[src/hw/rtl/dltq_pkg.sv]
// dltq_pkg: shared types and codes for the delta-list timer queue.
// Depends on nothing; used by delta_list_timer_queue_unit and tb_top.
package dltq_pkg;

    localparam logic [1:0] MODE_TICK     = 2'd0;
    localparam logic [1:0] MODE_ONESHOT  = 2'd1;
    localparam logic [1:0] MODE_PERIODIC = 2'd2;
    localparam logic [1:0] MODE_CLEAR    = 2'd3;

    localparam logic KIND_FIRED  = 1'b0;
    localparam logic KIND_REJECT = 1'b1;

    localparam int ID_BITS = 8;

    typedef enum logic [3:0] {
        ST_IDLE,
        ST_REJECT,
        ST_INS_GO,
        ST_INS_RD,
        ST_INS_EV,
        ST_SH_RD,
        ST_SH_WR,
        ST_INS_WR,
        ST_TK_RD,
        ST_TK_EV,
        ST_NX_RD,
        ST_NX_EV,
        ST_EMIT,
        ST_DN_RD,
        ST_DN_WR
    } state_t;

endpackage

[src/hw/rtl/delta_list_timer_queue_unit.sv]
// Delta-list timer queue. Each transaction is a tick (mode 0), a one-shot add (1), a
// periodic add (2) or a clear (3). Timers sit in one RAM in expiry order, each holding
// the time left after the one in front. Items are handled one at a time. An add walks the
// list, reading and checking each entry, and then shifts the tail up one entry at a time,
// reading and writing each one. Each timer a tick fires costs a head read, a result and a
// shift down of the rest of the list; a fired interval adds one insert. A clear, or a tick
// on an empty queue, is done from the idle state; a tick with nothing due reads the head,
// writes back its reduced delta and returns to idle. A full queue answers an add with a
// reject result.
// Depends on dltq_pkg and dltq_ram.
module delta_list_timer_queue_unit #(
    parameter int QUEUE_DEPTH = 16,
    parameter int TIME_BITS   = 32
) (
    input  logic        aclk,
    input  logic        aresetn,
    input  logic        s_valid,
    output logic        s_ready,
    input  logic [1:0]  s_mode,
    input  logic [31:0] s_amount,
    input  logic [7:0]  s_timer_id,
    output logic        m_valid,
    input  logic        m_ready,
    output logic        m_kind,
    output logic [7:0]  m_fired_id,
    output logic        m_last
);

    localparam int IW = $clog2(QUEUE_DEPTH);
    localparam int CW = $clog2(QUEUE_DEPTH + 1);
    localparam int DW = TIME_BITS + 1;
    localparam int RW = TIME_BITS + 2;
    localparam int IDB = dltq_pkg::ID_BITS;
    localparam int WW = IDB + DW + TIME_BITS + 1;
    localparam int DLO = IDB;
    localparam int PLO = IDB + DW;
    localparam logic [CW-1:0] FULL = CW'(QUEUE_DEPTH);
    localparam logic [CW-1:0] ONE = CW'(1);

    dltq_pkg::state_t state_reg, state_next;

    logic [CW-1:0]           count_reg, count_next;
    logic [CW-1:0]           idx_reg, idx_next;
    logic [CW-1:0]           pos_reg, pos_next;
    logic [TIME_BITS-1:0]    want_reg, want_next;
    logic [TIME_BITS-1:0]    amt_reg, amt_next;
    logic [IDB-1:0]          id_reg, id_next;
    logic                    rep_reg, rep_next;
    logic signed [RW-1:0]    run_reg, run_next;
    logic signed [DW-1:0]    nd_reg, nd_next;
    logic signed [DW-1:0]    diff_reg, diff_next;
    logic                    first_reg, first_next;
    logic                    last_reg, last_next;
    logic                    ivl_reg, ivl_next;
    logic                    mv_reg, mv_next;
    logic                    mk_reg, mk_next;
    logic [IDB-1:0]          mid_reg, mid_next;
    logic                    ml_reg, ml_next;

    logic                    we;
    logic [IW-1:0]           waddr, raddr;
    logic [WW-1:0]           wdata, rdata;

    logic [TIME_BITS+31:0]   amt_wide;
    logic signed [DW-1:0]    rd_delta;
    logic signed [RW-1:0]    rd_delta_x, want_x, sum_x, hd_x, nd_x;
    logic                    out_free;

    dltq_ram #(.WIDTH(WW), .DEPTH(QUEUE_DEPTH)) u_ram (
        .aclk  (aclk),
        .we    (we),
        .waddr (waddr),
        .wdata (wdata),
        .raddr (raddr),
        .rdata (rdata)
    );

    assign amt_wide   = {{TIME_BITS{1'b0}}, s_amount};
    assign rd_delta   = rdata[DLO +: DW];
    assign rd_delta_x = RW'(rd_delta);
    assign want_x     = {2'b00, want_reg};
    assign sum_x      = run_reg + rd_delta_x;
    assign hd_x       = rd_delta_x - (first_reg ? {2'b00, amt_reg} : RW'(0));
    assign nd_x       = rd_delta_x + RW'(diff_reg);
    assign out_free   = !mv_reg || m_ready;

    assign s_ready    = (state_reg == dltq_pkg::ST_IDLE);
    assign m_valid    = mv_reg;
    assign m_kind     = mk_reg;
    assign m_fired_id = mid_reg;
    assign m_last     = ml_reg;

    always_ff @(posedge aclk) begin
        if (!aresetn) begin
            state_reg <= dltq_pkg::ST_IDLE;
            count_reg <= '0;
            mv_reg    <= 1'b0;
        end else begin
            state_reg <= state_next;
            count_reg <= count_next;
            mv_reg    <= mv_next;
        end
        idx_reg   <= idx_next;
        pos_reg   <= pos_next;
        want_reg  <= want_next;
        amt_reg   <= amt_next;
        id_reg    <= id_next;
        rep_reg   <= rep_next;
        run_reg   <= run_next;
        nd_reg    <= nd_next;
        diff_reg  <= diff_next;
        first_reg <= first_next;
        last_reg  <= last_next;
        ivl_reg   <= ivl_next;
        mk_reg    <= mk_next;
        mid_reg   <= mid_next;
        ml_reg    <= ml_next;
    end

    always_comb begin
        state_next = state_reg;
        count_next = count_reg;
        idx_next   = idx_reg;
        pos_next   = pos_reg;
        want_next  = want_reg;
        amt_next   = amt_reg;
        id_next    = id_reg;
        rep_next   = rep_reg;
        run_next   = run_reg;
        nd_next    = nd_reg;
        diff_next  = diff_reg;
        first_next = first_reg;
        last_next  = last_reg;
        ivl_next   = ivl_reg;
        mv_next    = mv_reg && !m_ready;
        mk_next    = mk_reg;
        mid_next   = mid_reg;
        ml_next    = ml_reg;
        we         = 1'b0;
        waddr      = '0;
        wdata      = rdata;
        raddr      = '0;

        case (state_reg)
            dltq_pkg::ST_IDLE: begin
                if (s_valid) begin
                    id_next    = s_timer_id;
                    want_next  = amt_wide[TIME_BITS-1:0];
                    amt_next   = amt_wide[TIME_BITS-1:0];
                    rep_next   = (s_mode == dltq_pkg::MODE_PERIODIC);
                    first_next = 1'b1;
                    case (s_mode)
                        dltq_pkg::MODE_CLEAR: begin
                            count_next = '0;
                        end
                        dltq_pkg::MODE_TICK: begin
                            if (count_reg != '0) begin
                                state_next = dltq_pkg::ST_TK_RD;
                            end
                        end
                        default: begin
                            if (count_reg == FULL) begin
                                state_next = dltq_pkg::ST_REJECT;
                            end else begin
                                state_next = dltq_pkg::ST_INS_GO;
                            end
                        end
                    endcase
                end
            end
            dltq_pkg::ST_REJECT: begin
                if (out_free) begin
                    mv_next    = 1'b1;
                    mk_next    = dltq_pkg::KIND_REJECT;
                    mid_next   = id_reg;
                    ml_next    = 1'b1;
                    state_next = dltq_pkg::ST_IDLE;
                end
            end
            dltq_pkg::ST_INS_GO: begin
                idx_next = '0;
                run_next = '0;
                if (count_reg == '0) begin
                    pos_next   = '0;
                    nd_next    = DW'(want_x);
                    state_next = dltq_pkg::ST_INS_WR;
                end else begin
                    state_next = dltq_pkg::ST_INS_RD;
                end
            end
            dltq_pkg::ST_INS_RD: begin
                raddr      = idx_reg[IW-1:0];
                state_next = dltq_pkg::ST_INS_EV;
            end
            dltq_pkg::ST_INS_EV: begin
                if (want_x <= sum_x) begin
                    // found the slot: open a hole by shifting the tail up
                    pos_next   = idx_reg;
                    nd_next    = DW'(want_x - run_reg);
                    idx_next   = count_reg;
                    state_next = dltq_pkg::ST_SH_RD;
                end else begin
                    run_next = sum_x;
                    idx_next = idx_reg + ONE;
                    if (idx_reg + ONE == count_reg) begin
                        pos_next   = count_reg;
                        nd_next    = DW'(want_x - sum_x);
                        state_next = dltq_pkg::ST_INS_WR;
                    end else begin
                        state_next = dltq_pkg::ST_INS_RD;
                    end
                end
            end
            dltq_pkg::ST_SH_RD: begin
                raddr      = IW'(idx_reg - ONE);
                state_next = dltq_pkg::ST_SH_WR;
            end
            dltq_pkg::ST_SH_WR: begin
                we    = 1'b1;
                waddr = idx_reg[IW-1:0];
                if (idx_reg == pos_reg + ONE) begin
                    wdata[DLO +: DW] = rd_delta - nd_reg;
                end
                idx_next = idx_reg - ONE;
                if (idx_reg - ONE == pos_reg) begin
                    state_next = dltq_pkg::ST_INS_WR;
                end else begin
                    state_next = dltq_pkg::ST_SH_RD;
                end
            end
            dltq_pkg::ST_INS_WR: begin
                we         = 1'b1;
                waddr      = pos_reg[IW-1:0];
                wdata      = {rep_reg, want_reg, nd_reg, id_reg};
                count_next = count_reg + ONE;
                state_next = dltq_pkg::ST_IDLE;
            end
            dltq_pkg::ST_TK_RD: begin
                raddr      = '0;
                state_next = dltq_pkg::ST_TK_EV;
            end
            dltq_pkg::ST_TK_EV: begin
                first_next = 1'b0;
                if (hd_x > 0) begin
                    we               = 1'b1;
                    waddr            = '0;
                    wdata[DLO +: DW] = DW'(hd_x);
                    state_next       = dltq_pkg::ST_IDLE;
                end else begin
                    diff_next = DW'(hd_x);
                    id_next   = rdata[IDB-1:0];
                    want_next = rdata[PLO +: TIME_BITS];
                    ivl_next  = rdata[WW-1];
                    if (rdata[WW-1] || count_reg == ONE) begin
                        last_next  = 1'b1;
                        state_next = dltq_pkg::ST_EMIT;
                    end else begin
                        state_next = dltq_pkg::ST_NX_RD;
                    end
                end
            end
            dltq_pkg::ST_NX_RD: begin
                raddr      = IW'(1);
                state_next = dltq_pkg::ST_NX_EV;
            end
            dltq_pkg::ST_NX_EV: begin
                // carry the overshoot into the next timer
                nd_next    = DW'(nd_x);
                last_next  = (nd_x > 0);
                state_next = dltq_pkg::ST_EMIT;
            end
            dltq_pkg::ST_EMIT: begin
                if (out_free) begin
                    mv_next  = 1'b1;
                    mk_next  = dltq_pkg::KIND_FIRED;
                    mid_next = id_reg;
                    ml_next  = last_reg;
                    idx_next = ONE;
                    rep_next = 1'b1;
                    if (count_reg == ONE) begin
                        count_next = '0;
                        state_next = ivl_reg ? dltq_pkg::ST_INS_GO : dltq_pkg::ST_IDLE;
                    end else begin
                        state_next = dltq_pkg::ST_DN_RD;
                    end
                end
            end
            dltq_pkg::ST_DN_RD: begin
                raddr      = idx_reg[IW-1:0];
                state_next = dltq_pkg::ST_DN_WR;
            end
            dltq_pkg::ST_DN_WR: begin
                we    = 1'b1;
                waddr = IW'(idx_reg - ONE);
                if (idx_reg == ONE && !ivl_reg) begin
                    wdata[DLO +: DW] = nd_reg;
                end
                idx_next = idx_reg + ONE;
                if (idx_reg + ONE == count_reg) begin
                    count_next = count_reg - ONE;
                    state_next = ivl_reg ? dltq_pkg::ST_INS_GO : dltq_pkg::ST_TK_RD;
                end else begin
                    state_next = dltq_pkg::ST_DN_RD;
                end
            end
            default: begin
                state_next = dltq_pkg::ST_IDLE;
            end
        endcase
    end

endmodule

[src/hw/rtl/dltq_ram.sv]
// dltq_ram: generic single-write, single-read synchronous RAM.
// Read data is registered. No dependencies.
module dltq_ram #(
    parameter int WIDTH = 8,
    parameter int DEPTH = 16
) (
    input  logic                     aclk,
    input  logic                     we,
    input  logic [$clog2(DEPTH)-1:0] waddr,
    input  logic [WIDTH-1:0]         wdata,
    input  logic [$clog2(DEPTH)-1:0] raddr,
    output logic [WIDTH-1:0]         rdata
);

    logic [WIDTH-1:0] mem [DEPTH];
    logic [WIDTH-1:0] rdata_reg;

    always_ff @(posedge aclk) begin
        if (we) begin
            mem[waddr] <= wdata;
        end
        rdata_reg <= mem[raddr];
    end

    assign rdata = rdata_reg;

endmodule

[config.mk]
export PLATFORM = sky130hd
export DESIGN_NAME = delta_list_timer_queue_unit
export DESIGN_NICKNAME = d
export VERILOG_FILES = /design/src/hw/rtl/dltq_pkg.sv /design/src/hw/rtl/delta_list_timer_queue_unit.sv /design/src/hw/rtl/dltq_ram.sv
export SDC_FILE = /design/constraint.sdc
export NUM_CORES = 2
export LEC_CHECK = 0
export BUFFER_PORTS_ARGS = -buffer_cell sky130_fd_sc_hd__buf_4
export CORE_AREA = 2 2 328 330
export DETAILED_ROUTE_END_ITERATION = 8
export DIE_AREA = 0 0 330 332
export GPL_TIMING_DRIVEN = 0
export PLACE_DENSITY_LB_ADDON = 0.25
export REMOVE_ABC_BUFFERS = 1
export SYNTH_ARGS = -nofsm -noshare
export SYNTH_HDL_FRONTEND = slang
export SYNTH_SLANG_ARGS = --single-unit
[constraint.sdc]
create_clock -name aclk -period 8.1 [get_ports aclk]
set_clock_uncertainty 0.15 [all_clocks]
set_input_delay 1.62 -clock aclk [delete_from_list [all_inputs] [get_ports aclk]]
set_output_delay 1.62 -clock aclk [all_outputs]
set_load 0.01 [all_outputs]
==> qor.yml <==
outcome:
  outcome: "finished, violations left"
  violations: "design-rule violations"
critical_path:
  critical_path.top_delay_family: "compound AO/OA/AOI/OAI gates"
  critPathLaunchType: "flip-flop"
  slowest_stage: "edfxtp_1"
  crit_top_cell: "a21oi_2"
  worstSetupPathType: "flip-flop to flip-flop"
  slowest_delay_ps: 450
  crit_fanout: 9
  critPathBufInv: 2
  crit_required_ps: 8430
  end_kind: "flip-flop"
  arrival_ps: 8310
global_route:
  first_global_vias: 43490
  use_met3: 0.06564
  grtUsageTotal: 0.3453
  antenna_found_initial: 3
  grt-ovfl-total: 0
  met1_usage: 0.4859
  grt-busiest-layer: "met2"
  grt_max_degree: 61
  grt_pass1_wl_mm: 276.8
  grt_use_met2: 0.5396
synthesis:
  synth_top_area_share: 0.6131
  yosysMostFrequentCell: "edfxtp_1"
  synthTopCellsByArea: "edfxtp_1 61%, mux4_2 9.9%, ha_1 3.7%, nand2_1 3.3%, dfxtp_1 2.5%"
  synth_common_cells: "1380 x edfxtp_1, 602 x nand2_1, 296 x mux4_2, 230 x a21oi_1, 222 x nor2_1"
  synth_top_cell_by_area: "edfxtp_1"
  ys_seq_elements: 1464
  synth_seq_area_share: 0.6380
  synthArstFlopShare: 0
  synth_edf_count: 1380
  synth_cell_types: 102
  syn_inst: 4684
  ys.flop_type: "edfxtp_1"
  ys_warn_count: 0
  avgSynthCellArea_um2: 14.43
  netlist_area_um2: 67590
clock_tree:
  cts_tree: "yes"
  clk_latency_ps: 790
  cts_hold_buf: 0
  cts.sink_count: 1464
  cts_made_buffers: 146
  clockBufferDepth: 3
  path_clk_slew_ps: 60
  cts-root-buf: "clkbuf_16"
  ctsHtreeMaxLevel: 4
worst_hold_path:
  worstHoldPathType: "flip-flop to flip-flop"
finish:
  largest_register_ffs: 1184
  multi_input_area_um2: 23860
  fin_nets: 5068
  post-route-util: 0.7252
  area.sequential_um2: 43140
  drive_gt1_frac: 0.1812
  synthToLayoutAreaGrowth_pct: 14.06
  fill_cells: 6503
floorplanning:
  die_x_um: 330
  row_count: 120
  die_area_um2: 109600
  core_um2: 106300
  die_h_um: 332
  top_level_ports: 58
  initial_core_util: 0.6358
power_and_ir_drop:
  ir_worst_vdd_v: 0.0002419
  p_comb_frac: 0.192
  pwr-share-clk: 0.353
  switching_power_mw: 5.344
  p_sw_frac: 0.2791
  p_int_mw: 13.80
  power_density_nw_per_um2: 248.4
  power_frac_seq: 0.455
  power.leakage_nw: 27.13
sta:
  setup_viol: 0
  hold_violations: 0
  worst_pin_slew_ps: 1498
  clock.fmax_mhz: 125.3
  fin_worst_hold_slack_ps: 301.3
  slew_violations: 0
  fin_crit_ps: 7984
  slew_headroom: 0.001206
  tns_ps: 0
  rsz0062_at_grt: "yes"
  finalCritPeriodShare: 0.9857
placement:
  portBuffers: 57
  dp_hpwl_mm: 119.5
  gp_congestion: 0.9785
routing:
  drt_wl_total_mm: 187.8
  first_iter_violations: 5842
  avgRoutedWirePerCell_um: 29.63
  ant_nets: 0
  firstDrtPassIters: 9
  vias: 44100
  viasPerCell: 6.957
  drcViolationCount: 3
run:
  max-cap-violations: 0
## stage by stage
step | area [µm²] | setup WS (ps) | cells | power (mW)
after floorplan | 66650 | -9970 | 4455 | 11.16
after global placement | 68840 | -22390 | 5915 | 12.13
after detailed placement | 71680 | -2415 | 6041 | 12.06
after CTS | 76740 | 2.532 | 6323 | 18.88
after global routing | 77100 | -88.51 | 6339 | 19.75
final | 77100 | 116.2 | 6339 | 19.15
## cell type report
class	count	area share
Sequential cell	1464	0.5596
Inverter	99	0.004853
Multi-Input combinational cell	2894	0.3095
Antenna cell	1	0.00003246
Timing Repair Buffer	212	0.04187
Clock inverter	60	0.008991
Tap cell	1403	0.02277
Clock buffer	206	0.05242
## per-layer routing
layer  wire (µm)  share of wire
met3       20390           0.11
met1       71270           0.38
met2       88170           0.47
met5           0              0
met4        7993          0.043
## kinds of logic after synthesis
family	Yosys count	synth area share
buffers and inverters	328	0.01938
xor gates and xnor gates	140	0.01814
muxes	326	0.1032
AOI/OAI and AO/OA	988	0.09931
adders and majority gates	205	0.03850
and+or+nand+nor	1233	0.08349
DFF	1464	0.6380
## cells in the final DEF (no fill, tap or decap), drive strengths merged, types with 17 or more instances in the layout
cell type	count
edfxtp	1380
nand2	603
mux4	296
a21oi	235
nor2	222
buf	212
clkbuf	206
ha	200
o21ai	181
a211oi	109
inv	108
a31oi	97
and2	94
dfxtp	84
xnor2	78
a21o	66
nand3	65
xor2	62
nor3	62
clkinv	37
o21a	32
nand2b	32
nor2b	29
o211ai	26
a221oi	25
nand4	24
o21bai	24
mux2i	23
a221o	23
a22oi	22
o221ai	22
and3	17
or3	17
## timing repair
action                     in CTS  in global routing
setup endpoints to repair      31                 13
cloned                          2                  0
resized for setup              49                 52
pin swaps                       9                 30
buffers inserted               14                 15
## power groups by stage
stage	combinational (mW)	sequential (mW)	clock, mW
after floorplan	2.40	8.76	0
after global placement	3.27	8.86	0
after detailed placement	3.21	8.85	0
after CTS	3.39	8.70	6.80
after global routing	3.96	8.71	7.08
final	3.68	8.71	6.76
## final timing paths
path / start / to / slack, ps / cells after the start
worst max-delay path: run_reg[0]$_SDFFCE_PN0P_ / nd_reg[31]$_DFFE_PP_ / 120 / 37
worst min-delay path: id_reg[3]$_DFFE_PP_ / m_fired_id[3]$_DFFE_PP_ / 300 / 0
worst max register to register: run_reg[0]$_SDFFCE_PN0P_ / nd_reg[31]$_DFFE_PP_ / 120 / 37
worst min register to register: id_reg[3]$_DFFE_PP_ / m_fired_id[3]$_DFFE_PP_ / 300 / 0
Power figures use the tool's default switching activity.
